### config.mk
export PLATFORM = sky130hd
export DESIGN_NAME = smcsr_ctrl
export DESIGN_NICKNAME = d
export VERILOG_FILES = /design/src/rtl/smcsr_pkg.sv /design/src/rtl/smcsr_ctrl.sv
export SDC_FILE = /design/constraint.sdc
export NUM_CORES = 1
export LEC_CHECK = 0
export ABC_AREA = 1
export BUFFER_PORTS_ARGS = -buffer_cell sky130_fd_sc_hd__clkbuf_2
export CAP_MARGIN = 30
export CORE_AREA = 2 2 39 41
export DETAILED_ROUTE_END_ITERATION = 10
export DIE_AREA = 0 0 41 43
export PLACE_DENSITY = 0.75
export SLEW_MARGIN = 20
export SYNTH_ARGS = -nofsm -noshare
export SYNTH_HDL_FRONTEND = slang
export SYNTH_SLANG_ARGS = --single-unit
### constraint.sdc
create_clock -name clock -period 3.4 [get_ports clock]
set_clock_uncertainty 0.15 [all_clocks]
set_input_delay 0.51 -clock clock [delete_from_list [all_inputs] [get_ports clock]]
set_output_delay 0.51 -clock clock [all_outputs]
set_load 0.02 [all_outputs]
### src/rtl/smcsr_pkg.sv
// Shared types and constants for the sparse matrix compressed-row store.
package smcsr_pkg;

   localparam int MAX_ROWS_DEF = 256;
   localparam int MAX_COLS_DEF = 256;
   localparam int CAPACITY_DEF = 1024;

   localparam int CFG_W = 9;
   localparam int VAL_W = 32;
   localparam int COORD_W = 8;
   localparam int REQ_W = 56;
   localparam int RSP_W = 40;

   localparam logic [1:0] CMD_READ = 2'd0;
   localparam logic [1:0] CMD_WRITE = 2'd1;
   localparam logic [1:0] CMD_ACCUM = 2'd2;

   localparam logic [1:0] ST_OK = 2'd0;
   localparam logic [1:0] ST_FULL = 2'd1;
   localparam logic [1:0] ST_RANGE = 2'd2;

   localparam logic REG_ROWS = 1'b0;
   localparam logic REG_COLS = 1'b1;

   // controller to datapath
   typedef struct packed {
      logic take;
      logic clr_wr;
      logic check;
      logic rs_rd_row;
      logic lo_load;
      logic bounds_load;
      logic search_rd;
      logic cmp_step;
      logic decide;
      logic shift_rd;
      logic shift_wr;
      logic ins_wr;
      logic ptr_rd;
      logic ptr_wr;
      logic emit;
   } smcsr_cmd_type;

   // datapath to controller
   typedef struct packed {
      logic range_bad;
      logic search_open;
      logic col_eq;
      logic done_path;
      logic shift_more;
      logic ptr_last;
      logic out_busy;
   } smcsr_stat_type;

endpackage

### src/rtl/smcsr_ctrl.sv
// Sequencing state machine for the compressed-row store.
module smcsr_ctrl import smcsr_pkg::*; (
   input  logic           clock,
   input  logic           reset,
   input  logic           req_tvalid,
   output logic           req_tready,
   input  smcsr_stat_type stat,
   output smcsr_cmd_type  cmd
);

   typedef enum logic [3:0] {
      S_CLEAR, S_IDLE, S_CHECK, S_LO, S_HI, S_SEARCH, S_CMP, S_DECIDE,
      S_SHIFT_RD, S_SHIFT_WR, S_PTR_RD, S_PTR_WR, S_DONE
   } state_type;

   state_type state_ff, state_in;

   always_comb begin
      cmd = '0;
      state_in = state_ff;
      req_tready = 1'b0;
      unique case (state_ff)
         S_CLEAR: begin
            cmd.clr_wr = 1'b1;
            if (stat.ptr_last) state_in = S_IDLE;
         end
         S_IDLE: begin
            req_tready = 1'b1;
            if (req_tvalid) begin
               cmd.take = 1'b1;
               state_in = S_CHECK;
            end
         end
         S_CHECK: begin
            cmd.check = 1'b1;
            if (stat.range_bad) state_in = S_DONE;
            else begin
               cmd.rs_rd_row = 1'b1;
               state_in = S_LO;
            end
         end
         S_LO: begin
            cmd.lo_load = 1'b1;
            state_in = S_HI;
         end
         S_HI: begin
            cmd.bounds_load = 1'b1;
            state_in = S_SEARCH;
         end
         S_SEARCH: begin
            if (stat.search_open) begin
               cmd.search_rd = 1'b1;
               state_in = S_CMP;
            end else state_in = S_DECIDE;
         end
         S_CMP: begin
            cmd.cmp_step = 1'b1;
            state_in = stat.col_eq ? S_DECIDE : S_SEARCH;
         end
         S_DECIDE: begin
            cmd.decide = 1'b1;
            state_in = stat.done_path ? S_DONE : S_SHIFT_RD;
         end
         S_SHIFT_RD: begin
            if (stat.shift_more) begin
               cmd.shift_rd = 1'b1;
               state_in = S_SHIFT_WR;
            end else begin
               cmd.ins_wr = 1'b1;
               state_in = S_PTR_RD;
            end
         end
         S_SHIFT_WR: begin
            cmd.shift_wr = 1'b1;
            state_in = S_SHIFT_RD;
         end
         S_PTR_RD: begin
            cmd.ptr_rd = 1'b1;
            state_in = S_PTR_WR;
         end
         S_PTR_WR: begin
            cmd.ptr_wr = 1'b1;
            state_in = stat.ptr_last ? S_DONE : S_PTR_RD;
         end
         S_DONE: begin
            if (!stat.out_busy) begin
               cmd.emit = 1'b1;
               state_in = S_IDLE;
            end
         end
         default: state_in = S_IDLE;
      endcase
   end

   always_ff @(posedge clock) begin
      if (reset) state_ff <= S_CLEAR;
      else state_ff <= state_in;
   end

   assert property (@(posedge clock) disable iff (reset)
      cmd.emit |=> state_ff == S_IDLE)
      else $error("emit did not return to idle");
   assert property (@(posedge clock) disable iff (reset)
      cmd.take |-> !cmd.clr_wr && state_ff == S_IDLE)
      else $error("transaction taken outside idle");
   assert property (@(posedge clock) disable iff (reset)
      cmd.ptr_wr |-> $past(cmd.ptr_rd))
      else $error("pointer write without read");

endmodule

[Word-level counts from Yosys, hierarchy flattened]
Index checks and enable logic that the tools add are counted.
Cells by class
  equality and inequality tests: 15
  mux-type cells: 31
  reductions and logical operators: 2
Operators with widths (count)
  one-hot mux 4 bit (13 select lines): 1
  two-way mux 1 bit: 21
  equality test 4 bit (second input constant): 5
  equality test 4 x 3 -> 1 bit (second input constant): 4
  two-way mux 4 bit: 4
  equality test 4 x 2 -> 1 bit (second input constant): 2
  two-way mux 2 bit: 3
  two-way mux 3 bit: 2
  inequality test 2 bit (second input constant): 3
  equality test 4 x 1 -> 1 bit (second input constant): 1
  zero test 4 bit: 1
  AND reduction 3 bit: 1
Storage, ports and cells
  flip-flop bits (word level): 4
  input bits: 10
  output and inout bits: 16
  logic and storage cells: 49

[Longest topological paths before layout]
Gate-level depths: netlist of the first run.
  depth after elaboration: 3
  mapped depth: 8
  depth with buffers taken out: 8

[Worst setup path after synthesis of the first run]
No wires, ideal clock.
  path type: register to output
  start point: register state_ff[2]
  end point: output port cmd[11] (netlist name)
  arrival time: 1.363 ns
  required time: 2.740 ns
  slack: 1.377 ns
  cell stages (with the launch flop): 7
  path buffers: 0
  cell sequence: dfxtp_1 inv_1 ha_1 inv_1 nor2_1 nand2_1 inv_1
RTL lines
  start, declared: RTL line smcsr_ctrl.sv:16  | state_type state_ff, state_in;
  start signal, assigned: RTL line smcsr_ctrl.sv:97  | else state_ff <= state_in;
  end, declared: RTL line smcsr_ctrl.sv:8  | output smcsr_cmd_type cmd

==> results.txt, run 1 <==
- The floorplan has 14 rows.
- Top achievable clock speed: approximately 460 MHz
* Fin Setup TNS: 0 ns
* Global-route wire length before repair: approximately 1.9 mm
* Required arrival time at the worst endpoint: 2.74 ns
* Share of post-route cells with drive strength above 1: 0.270
- Relative to the synthesized area, the layout overhead comes to 34.4%.
- After synthesis, the cell types taking the most area are inv_1, dfxtp_1, ha_1.
* Pin count of the biggest net entering global routing: 8
* Standby leakage power: around 0.43 nW
- In this run, CTS created clock tree buffers numbering 3.
- For this run, the total global-route usage over all layers was measured as 0.148.
* Post-route DRC violation count: 0
- The routed design uses between 60 and 70 um of met3 wire.
- Synth top area share: 0.185
- Post-CTS setup repair buffer count: 0
* Relative contribution of the clock network to total power: 0.365
* Count leader, synth: inv_1
- The share of total power dissipated in combinational logic is 0.298.
- The worst path needs 2.15 ns of the cycle, external delays included.
- Once the clock tree was built, the resizer swapped 0 gates to a different size.
- Peak per-stage delay on the critical path: about 0.32 ns
* Share of the clock period used by the worst path after layout: 0.634
- The signal on the critical path passes through inv_1 -> ha_1 -> inv_1 -> nor2_1 -> nand2_1 -> inv_1 -> clkbuf_2.
- The number of pins exceeding their max-slew limit in the final report is 0.
- Cells after Synth: between 80 and 90
- Top delay family on crit path: buffers and inverters
- Final hold vios: 0
- Synth cell types: 14
* Buffers from clock root to sink, at most: 2
- Vertical die dimension: around 43 um
* Sequential fraction of design power: 0.337
* Half-perimeter wire length after placement: 1.01 mm
- Post-Route WL: ~1.2 mm
* Switching power total: 0.0000493 W
- Cell seen most often among critical-path stages: inv_1
- Synth Area in Simple Gates: 0.476
* EDFF count, synth: 0
- Most frequent cells after synthesis: inv_1, nand2_1, nor2_1, nand3_1, ha_1
- Adder-Cell Fraction of Synth Area: 0.129
* Cell chosen for the clock root: clkbuf_4
* Initial core utilization: 0.352
* Placed Cells: around 130
* Clock slew seen by the registers of the worst setup and hold paths: 0.03 ns
* Critical path buffers and inverters: 4
- Total number of nets in the final design: between 100 and 150
- Summed over all nets, wire length on met2 after detailed routing comes to about 550 um.
* Max-cap violation count: 0
- Worst-path maximum fanout: 6
- Dominant combinational cell family by area after synthesis: simple AND/OR/NAND/NOR gates
* Number of antenna violations at the first check in global routing: 0
- At the worst endpoint, the arrival time is around 1.5 ns.
- Number of endpoints failing setup at the final stage: 0
* Number of primary I/O pins: 26
* DRC marker count from the first detailed-route iteration: 32
- In this run the tightest slew margin relative to its limit is 0.817.
- Buffers inserted to repair hold after CTS numbered 0.
* Chip width: 41 um
- Largest Register: state_ff
- Number of non-filler instances in the completed layout: around 130
- FFs w/ async S/R, synth: 0
- Combined area of all synthesized cells: 487 um2
- Number of flip-flops in the largest register: 4
- When the netlist entered floorplanning its net count stood at 102.
* Vias after detailed routing: approximately 600
- After synthesis, the share of cell area in mux cells is 0.
- For the pin with the worst max-slew slack, the measured transition is 0.274 ns.
* Area leader, netlist: inv_1
- Count of inserted antenna diode cells: 0
- Of the total synthesized cell area, the portion taken by XOR and XNOR cells is 0.
- Compound-gate portion of the synthesized area: 0.0463
- Grt total ovfl: 0
- The worst setup path is launched from a flop.
- Internal power comes to 0.000105 W.
- Power density cells: ~240 nW/um2
* Top flop regs: state_ff x4
- TritonCTS built the clock tree.
- Input and output buffers added on the ports amount to 25.
- Hold slack: roughly 0.34 ns
* Critical Path Sink Type: output port
- Unrepaired setup endpoints after global routing: false
* Proportion of synthesized chip area in sequential cells: 0.165
- The detailed router put a total of ~560 um of wire on met1.
* Routed WL per cell: around 9 um
- Detail Route Antenna Nets: 0
- At the end of the flow the core is filled with cells to 0.473.
- Synth warn: 0
- After detailed routing, no signal wire sits above met3.
* Post-synth top flop: dfxtp_1
- Synthesized flop and latch total: 4
- Number of sinks on the clock net: 4
- The min-delay analysis places its worst path in the category in2reg.
* Average instance area after synthesis: between 5 and 6 um2
* Total iterations of the first detailed-routing run: 4
* Via count of the first global-routing pass: roughly 490
- The die covers 1760 um2.
- Area inside the core boundary: 1380 um2
* Latest clock arrival within the worst-skew pair: between 0.2 and 0.25 ns
- In this run the number of H-tree levels came out at 1.
- Routability-driven placement finished with a final weighted congestion of 0.852.
- VDD sags by at most approximately 0.00021 V.
* Critical path class: reg2out
- After detailed routing, the number of vias per cell comes to roughly 4.7.
- Slowest cell on the critical path: dfxtp_1
- Status: completed
- Of the total power, the share spent switching nets is 0.321.
-- final timing paths --
kind                            cells past startpoint   startpoint  slack (ns)          end
worst max-delay path                                7  state_ff[2]        1.25      cmd[11]
worst min-delay path                                2        reset        0.34  state_ff[3]
worst max register to register                      8  state_ff[2]        1.77  state_ff[2]
worst min register to register                      2  state_ff[2]        0.35  state_ff[2]
-- per-stage QoR --
stage,setup WS [ns],power [W],area (um2)
after floorplan,1.38,0.0000824,487
after global placement,1.54,0.0000983,632
after detailed placement,1.49,0.0000983,632
after CTS,1.24,0.000157,654
after global routing,1.12,0.000166,654
final,1.25,0.000154,654
-- layer usage --
metal	track usage	vias up
met5	0	-
met4	0.0200	0
met3	0.0471	0
met2	0.231	16
met1	0.197	273
li1	-	327
-- power by group through the flow --
stage | registers (W) | clock network [W] | logic, W
5_1_grt | 0.0000520 | 0.0000624 | 0.0000519
3_3_place_gp | 0.0000528 | 0 | 0.0000455
2_1_floorplan | 0.0000520 | 0 | 0.0000304
6_report | 0.0000519 | 0.0000562 | 0.0000458
4_1_cts | 0.0000518 | 0.0000596 | 0.0000460
3_5_place_dp | 0.0000526 | 0 | 0.0000457
-- layout make-up --
cell class | instances | area [um2]
Sequential cell | 4 | 80.1
Timing Repair Buffer | 25 | 125
Inverter | 24 | 90.1
Clock buffer | 3 | 22.5
Multi-Input combinational cell | 59 | 317
Fill cell | 159 | 729
Tap cell | 16 | 20.0
-- logic make-up after synthesis --
kind of cell | after synthesis
and+or+nand+nor | 50
AOI/OAI and AO/OA | 4
buffers and inverters | 24
DFF | 4
adders and majority gates | 5
-- placed cells by master, fill, tap and decap left out --
cell and count:
nand3b_1 2, o21ai_0 1, clkbuf_2 25, clkbuf_4 3, nand4_1 4, ha_1 5
nand3_1 9, nor2_1 13, nand2_1 16, nor3_1 3, a21oi_1 2, nand3_2 1
o21bai_1 1, nor2_2 2, inv_1 24, dfxtp_1 4
Note: power is estimated with default switching activity, not from simulation.
==> run 2, diff against run 1 <==
clock period = 2.2 ns   (was 3.4 ns; I/O delays follow)
==> run 2 against run 1 <==
Against the previous run: largest power group unchanged; critical path depth did not move; count of clock-buffer cells in the layout did not move; die area did not move; first-iteration DRC count fell by 25%; combinational power rose by 55%; wire length rose by 4.0%; flip-flop and latch count did not move; cell area did not move; sequential power rose by 55%; non-clock buffer count did not move.
==> results.txt, run 2 (synthesis gave the netlist of run 1 again) <==
- Clock tree from TritonCTS: done
- Number of primary I/O pins: 26
- TritonCTS created 3 clock buffers.
* Detail Route Antenna Nets: 0
- DRC marker count from the first detailed-route iteration: 24
- Maximum level of the CTS H-tree: 1
- Latest clock arrival within the worst-skew pair: 0.23 ns
* Number of flip-flops in the largest register: 4
- The worst path in the final design needs a cycle of between 1.5 and 2 ns, including I/O delays and setup.
* Site Rows: 14
* Total iterations of the first detailed-routing run: 4
- The flow ran to the end, and the final reports show no timing, DRC or antenna violations.
- Post-route DRC violation count: 0
* Worst setup slack for register-to-register paths: 0.57 ns
- Required arrival time at the worst endpoint: about 1.7 ns
* Crit path launch type: flop
- Along the worst hold path, the cell count comes to 2.
* Final-report max-slew violation count: 0
* Clock slew seen by the registers of the worst setup and hold paths: 0.03 ns
* Setup slack after layout: ~0.20 ns
- Number of sinks on the clock net: 4
* Vias after detailed routing: 602
- Data arrives at the worst endpoint at approximately 1.5 ns.
* Routed WL per cell: 9.35 um
- Most frequent standard cell in the layout excluding fill and tap cells: clkbuf_2
* Critical path class: reg2out
- Placer Congestion: 0.852
* Relative slew slack: 0.814
- Dividing the detail-routed via count by the number of cells gives ~4.6.
- Worst voltage drop across the vdd grid: between 0.0003 and 0.0004 V
* Unrepaired setup endpoints after global routing: false
- Counting the fill cells in the layout gives between 150 and 200.
- From bottom edge to top edge, the die measures ~43 um.
- The endpoint identified for the worst register-to-register timing path is state_ff[2].
- For this run the aggregate overflow at the end of global routing stands at 0.
* Length in cells of the worst reg-to-reg path: 8
* Start point of the worst hold path: reset
- The final layout contains between 100 and 150 nets.
- The largest registers in the layout are state_ff x4.
- The die covers approximately 1800 um2.
* Share of post-route cells with drive strength above 1: 0.270
- Placement Setup Slack: 0.451 ns
- Critical Path Sink Type: output port
- The first global-routing pass estimated roughly 1.9 mm of wire.
* Initial core utilization: 0.352
- Count of inserted antenna diode cells: 0
* Largest Register: state_ff
* Number of buffers added to fix hold violations after cts: 0
* Share of the clock period used by the worst path after layout: 0.909
- Chip width: a little over 40 um
- In the layout the commonest cells are clkbuf_2, inv_1, nand2_1.
- Detailed placement finished with a half-perimeter wire length of between 1 and 1.5 mm.
- Number of antenna violations at the first check in global routing: 0
* Post_cts resized: 0
- The tightest min-delay check is of the in2reg type.
* Max-cap violation count: 0
- Final hold vios: 0
- Number of endpoints failing setup at the final stage: 0
- For the pin with the worst max-slew slack, the measured transition is between 0.2 and 0.3 ns.
* Area inside the core boundary: 1380 um2
* Power density cells: 366 nW/um2
* Pin count of the biggest net entering global routing: 8
- Standby leakage power: ~0.43 nW
- Worst-path maximum fanout: 6
- Cell chosen for the clock root: clkbuf_4
* Count of buffers inserted at the top-level ports: 25
* End-of-flow core utilization: 0.473
* Top achievable clock speed: ~500 MHz
* Post-CTS setup repair buffer count: 0
- Compared with the post-synthesis result, the final layout area differs by 34.4%.
- The clock passes through at most 2 buffers.
* Post-Route WL: 1.23 mm
- Summed over all failing endpoints, the final setup total negative slack is 0 ns.
* Capture endpoint of the worst hold path: state_ff[3]
* Via count of the first global-routing pass: between 500 and 600
* Reg-to-reg critical path startpoint: state_ff[2]
- Overall routing resource usage: 0.156
[run 2: final cells by class]
| class | count | area (um2) | share of cell area |
|---|---|---|---|
| well taps | 16 | 20.0 | 0.0306 |
| flip-flops and latches | 4 | 80.1 | 0.122 |
| clock buffers | 3 | 22.5 | 0.0344 |
| inverters | 24 | 90.1 | 0.138 |
| repair buffers | 25 | 125 | 0.191 |
| multi-input cells | 59 | 317 | 0.484 |
[run 2: worst max-delay path by stage]
stage	start	end	slack, ns
after floorplan	state_ff[2]	cmd[11]	0.36
after global placement	state_ff[2]	cmd[11]	0.52
after detailed placement	state_ff[2]	cmd[11]	0.45
after CTS	state_ff[2]	cmd[11]	0.21
after global routing	state_ff[2]	cmd[11]	0.08
final	state_ff[2]	cmd[11]	0.20
[run 2: per-stage QoR]
stage	instance area [um2]	std cells	power, W	hold slack [ns]
6_report	654	131	0.000239	0.153
5_1_grt	654	131	0.000260	0.160
4_1_cts	654	131	0.000244	0.150
3_5_place_dp	632	128	0.000152	0.354
3_3_place_gp	632	128	0.000152	0.344
2_1_floorplan	487	87	0.000127	0.249
[run 2: power by group]
group          switching [W]  leakage [nW]  internal, W
Sequential        0.00000460        0.0325    0.0000758
Combinational      0.0000459         0.386    0.0000250
Clock              0.0000273        0.0138    0.0000608
[run 2: per-layer routing]
metal,global-route usage,routed length (um)
met5,0,0
met4,0.0400,4
met2,0.241,586
met3,0.0628,63
met1,0.194,571
[run 2: critical path, cell delays in order, from the launching register on]
cell and delay, ns:
dfxtp_1 0.33, inv_1 0.10, ha_1 0.27, inv_1 0.11
nor2_1 0.15, nand2_1 0.10, inv_1 0.06, clkbuf_2 0.16
==> run 3, diff against run 2 <==
PLACE_DENSITY = 0.76   (was 0.75)
==> run 3 against run 2 <==
Against the previous run: die area stayed put; total power is 0.18% higher; wire length is 0.57% higher; setup slack better by 0.018 ns; sequential power hardly changed; count of clock-buffer cells in the layout stayed put; highest routed layer unchanged; flip-flop and latch count stayed put; critical endpoint unchanged; global-route usage is 1.0 points lower; sequential share of layout area stayed put; fmax is 0.91% higher; critical path depth stayed put; combinational power is 0.8% lower.
==> results.txt, run 3 (synthesis gave the netlist of run 1 again) <==
- Critical Path Sink Type: output port
- Total die area: 1760 um2
- Latest clock arrival within the worst-skew pair: 0.23 ns
* Global-route wire length before repair: 1.77 mm
* Layout area overhead: 34.4%
* Vias after detailed routing: roughly 630
- Final hold vios: 0
* Cell chosen for the clock root: clkbuf_4
- For this design, the CTS-stage hold fixing added 0 buffers.
- Once the clock tree was built, the resizer swapped 0 gates to a different size.
- Clock-pin slew was measured on the worst setup and hold paths at around 0.04 ns.
- The register with the most flip-flops in the layout has 4 of them.
- Largest Register: state_ff
* Final-report max-slew violation count: 0
* Detail Route Antenna Nets: 0
- Worst path arrival time: 1.50 ns
* Area inside the core boundary: between 1000 and 1500 um2
- Total number of nets in the final design: between 100 and 150
* Area of the multi-input gates: 317 um2
* Grt total ovfl: 0
- Status: completed
* Vertical die dimension: between 40 and 50 um
- Path class of the lowest-slack min-delay path: in2reg
- Counting every sink on the clock net gives 4.
* Post-CTS setup repair buffer count: 0
* Max-cap violation count: 0
* Share of post-route cells with drive strength above 1: 0.270
- In this run the count of I/O pins placed on the die edge is 26.
- Number of endpoints failing setup at the final stage: 0
- Count of inserted antenna diode cells: 0
- Unrepaired setup endpoints after global routing: false
- Chip width: 41 um
- No sink is reached through more buffers than the 2 on the longest clock path.
- Highest-count cells in the layout ignoring fill and taps: clkbuf_2, inv_1, nand2_1
- The worst path needs a little under 2 ns of the cycle, external delays included.
- The pre-antenna-repair detailed-routing pass consisted of 4 iterations.
* Sequential cell area: 80.1 um2
- The analysis attributes to cell leakage a power of approximately 0.43 nW.
- Share of the clock period used by the worst path after layout: 0.901
- Post-route DRC violation count: 0
- Number of CTS-inserted buffers: 3
- Clock tree from TritonCTS: done
* Required arrival time at the worst endpoint: between 1.5 and 2 ns
- Of all nets on the critical path, the largest fanout is 6.
- DRC marker count from the first detailed-route iteration: 5
- Crit path launch type: flop
- Count of buffers inserted at the top-level ports: 25
- After floorplanning, the core was divided into 14 placement rows.
* Via count of the first global-routing pass: about 490
- Headroom to the max-slew limit came out at 0.820.
- Critical path class: reg2out
- After filler insertion, the fill cell instance count of the layout stands at approximately 150.
- For this configuration, the core starts out at a cell density of 0.352.
* Placer Congestion: about 0.76
* Overall routing resource usage: 0.145
- Most frequent standard cell in the layout excluding fill and tap cells: clkbuf_2
- Maximum level of the CTS H-tree: 1
- Top flop regs: state_ff x4
- The routed design has 1.23 mm of wire.
- Number of non-filler instances in the completed layout: between 100 and 150
- Half-perimeter wire length after placement: about 1.1 mm
- Top achievable clock speed: a little over 500 MHz
- Routed WL per cell: 9.40 um
- Placed Cells: 128
- For the pin with the worst max-slew slack, the measured transition is 0.270 ns.
- Fin Setup TNS: 0 ns
- Dividing the detail-routed via count by the number of cells gives approximately 4.8.
- Number of antenna violations at the first check in global routing: 0
* Power density cells: around 370 nW/um2
- Across the VDD grid, the largest voltage drop is 0.000233 V.
- Power comes to approximately 0.00024 W.
- Pin count of the biggest net entering global routing: 8
-- run 3: power breakdown --
| part | internal (W) | switching [W] | leakage [nW] |
|---|---|---|---|
| Sequential | 0.0000758 | 0.00000485 | 0.0325 |
| Clock | 0.0000609 | 0.0000281 | 0.0138 |
| Combinational | 0.0000250 | 0.0000453 | 0.386 |
-- run 3: critical path: stages, from the launching register on --
cell      delay [ns]
dfxtp_1         0.33
inv_1           0.11
ha_1            0.26
inv_1           0.10
nor2_1          0.15
nand2_1         0.10
inv_1           0.06
clkbuf_2        0.16
-- run 3: area by class of cell --
cell class              instances  area share
multi-input cells              59       0.484
inverters                      24       0.138
flip-flops and latches          4       0.122
clock buffers                   3      0.0344
repair buffers                 25       0.191
well taps                      16      0.0306
-- run 3: worst paths after layout --
path	cells after the start	to	startpoint	slack, ns
setup reg to reg	8	state_ff[3]	state_ff[2]	0.54
hold / removal	2	state_ff[1]	reset	0.16
hold reg to reg	2	state_ff[2]	state_ff[2]	0.36
setup / recovery	7	cmd[11]	state_ff[2]	0.22
-- run 3: metrics by stage --
| step | hold WS (ns) | utilization | worst slack (ns) | instance area [um2] |
|---|---|---|---|---|
| final | 0.159 | 0.473 | 0.218 | 654 |
| after global routing | 0.155 | 0.473 | 0.0642 | 654 |
| after CTS | 0.149 | 0.473 | 0.218 | 654 |
| after detailed placement | 0.357 | 0.457 | 0.464 | 632 |
| after global placement | 0.348 | 0.457 | 0.529 | 632 |
| after floorplan | 0.249 | - | 0.357 | 487 |
-- run 3: per-layer routing --
metal | vias to the layer above | part of all wire | track usage
li1 | 328 | - | -
met2 | 21 | 0.54 | 0.278
met1 | 273 | 0.39 | 0.122
met4 | 0 | 0.0081 | 0.0467
met3 | 4 | 0.066 | 0.0576
met5 | - | 0 | 0
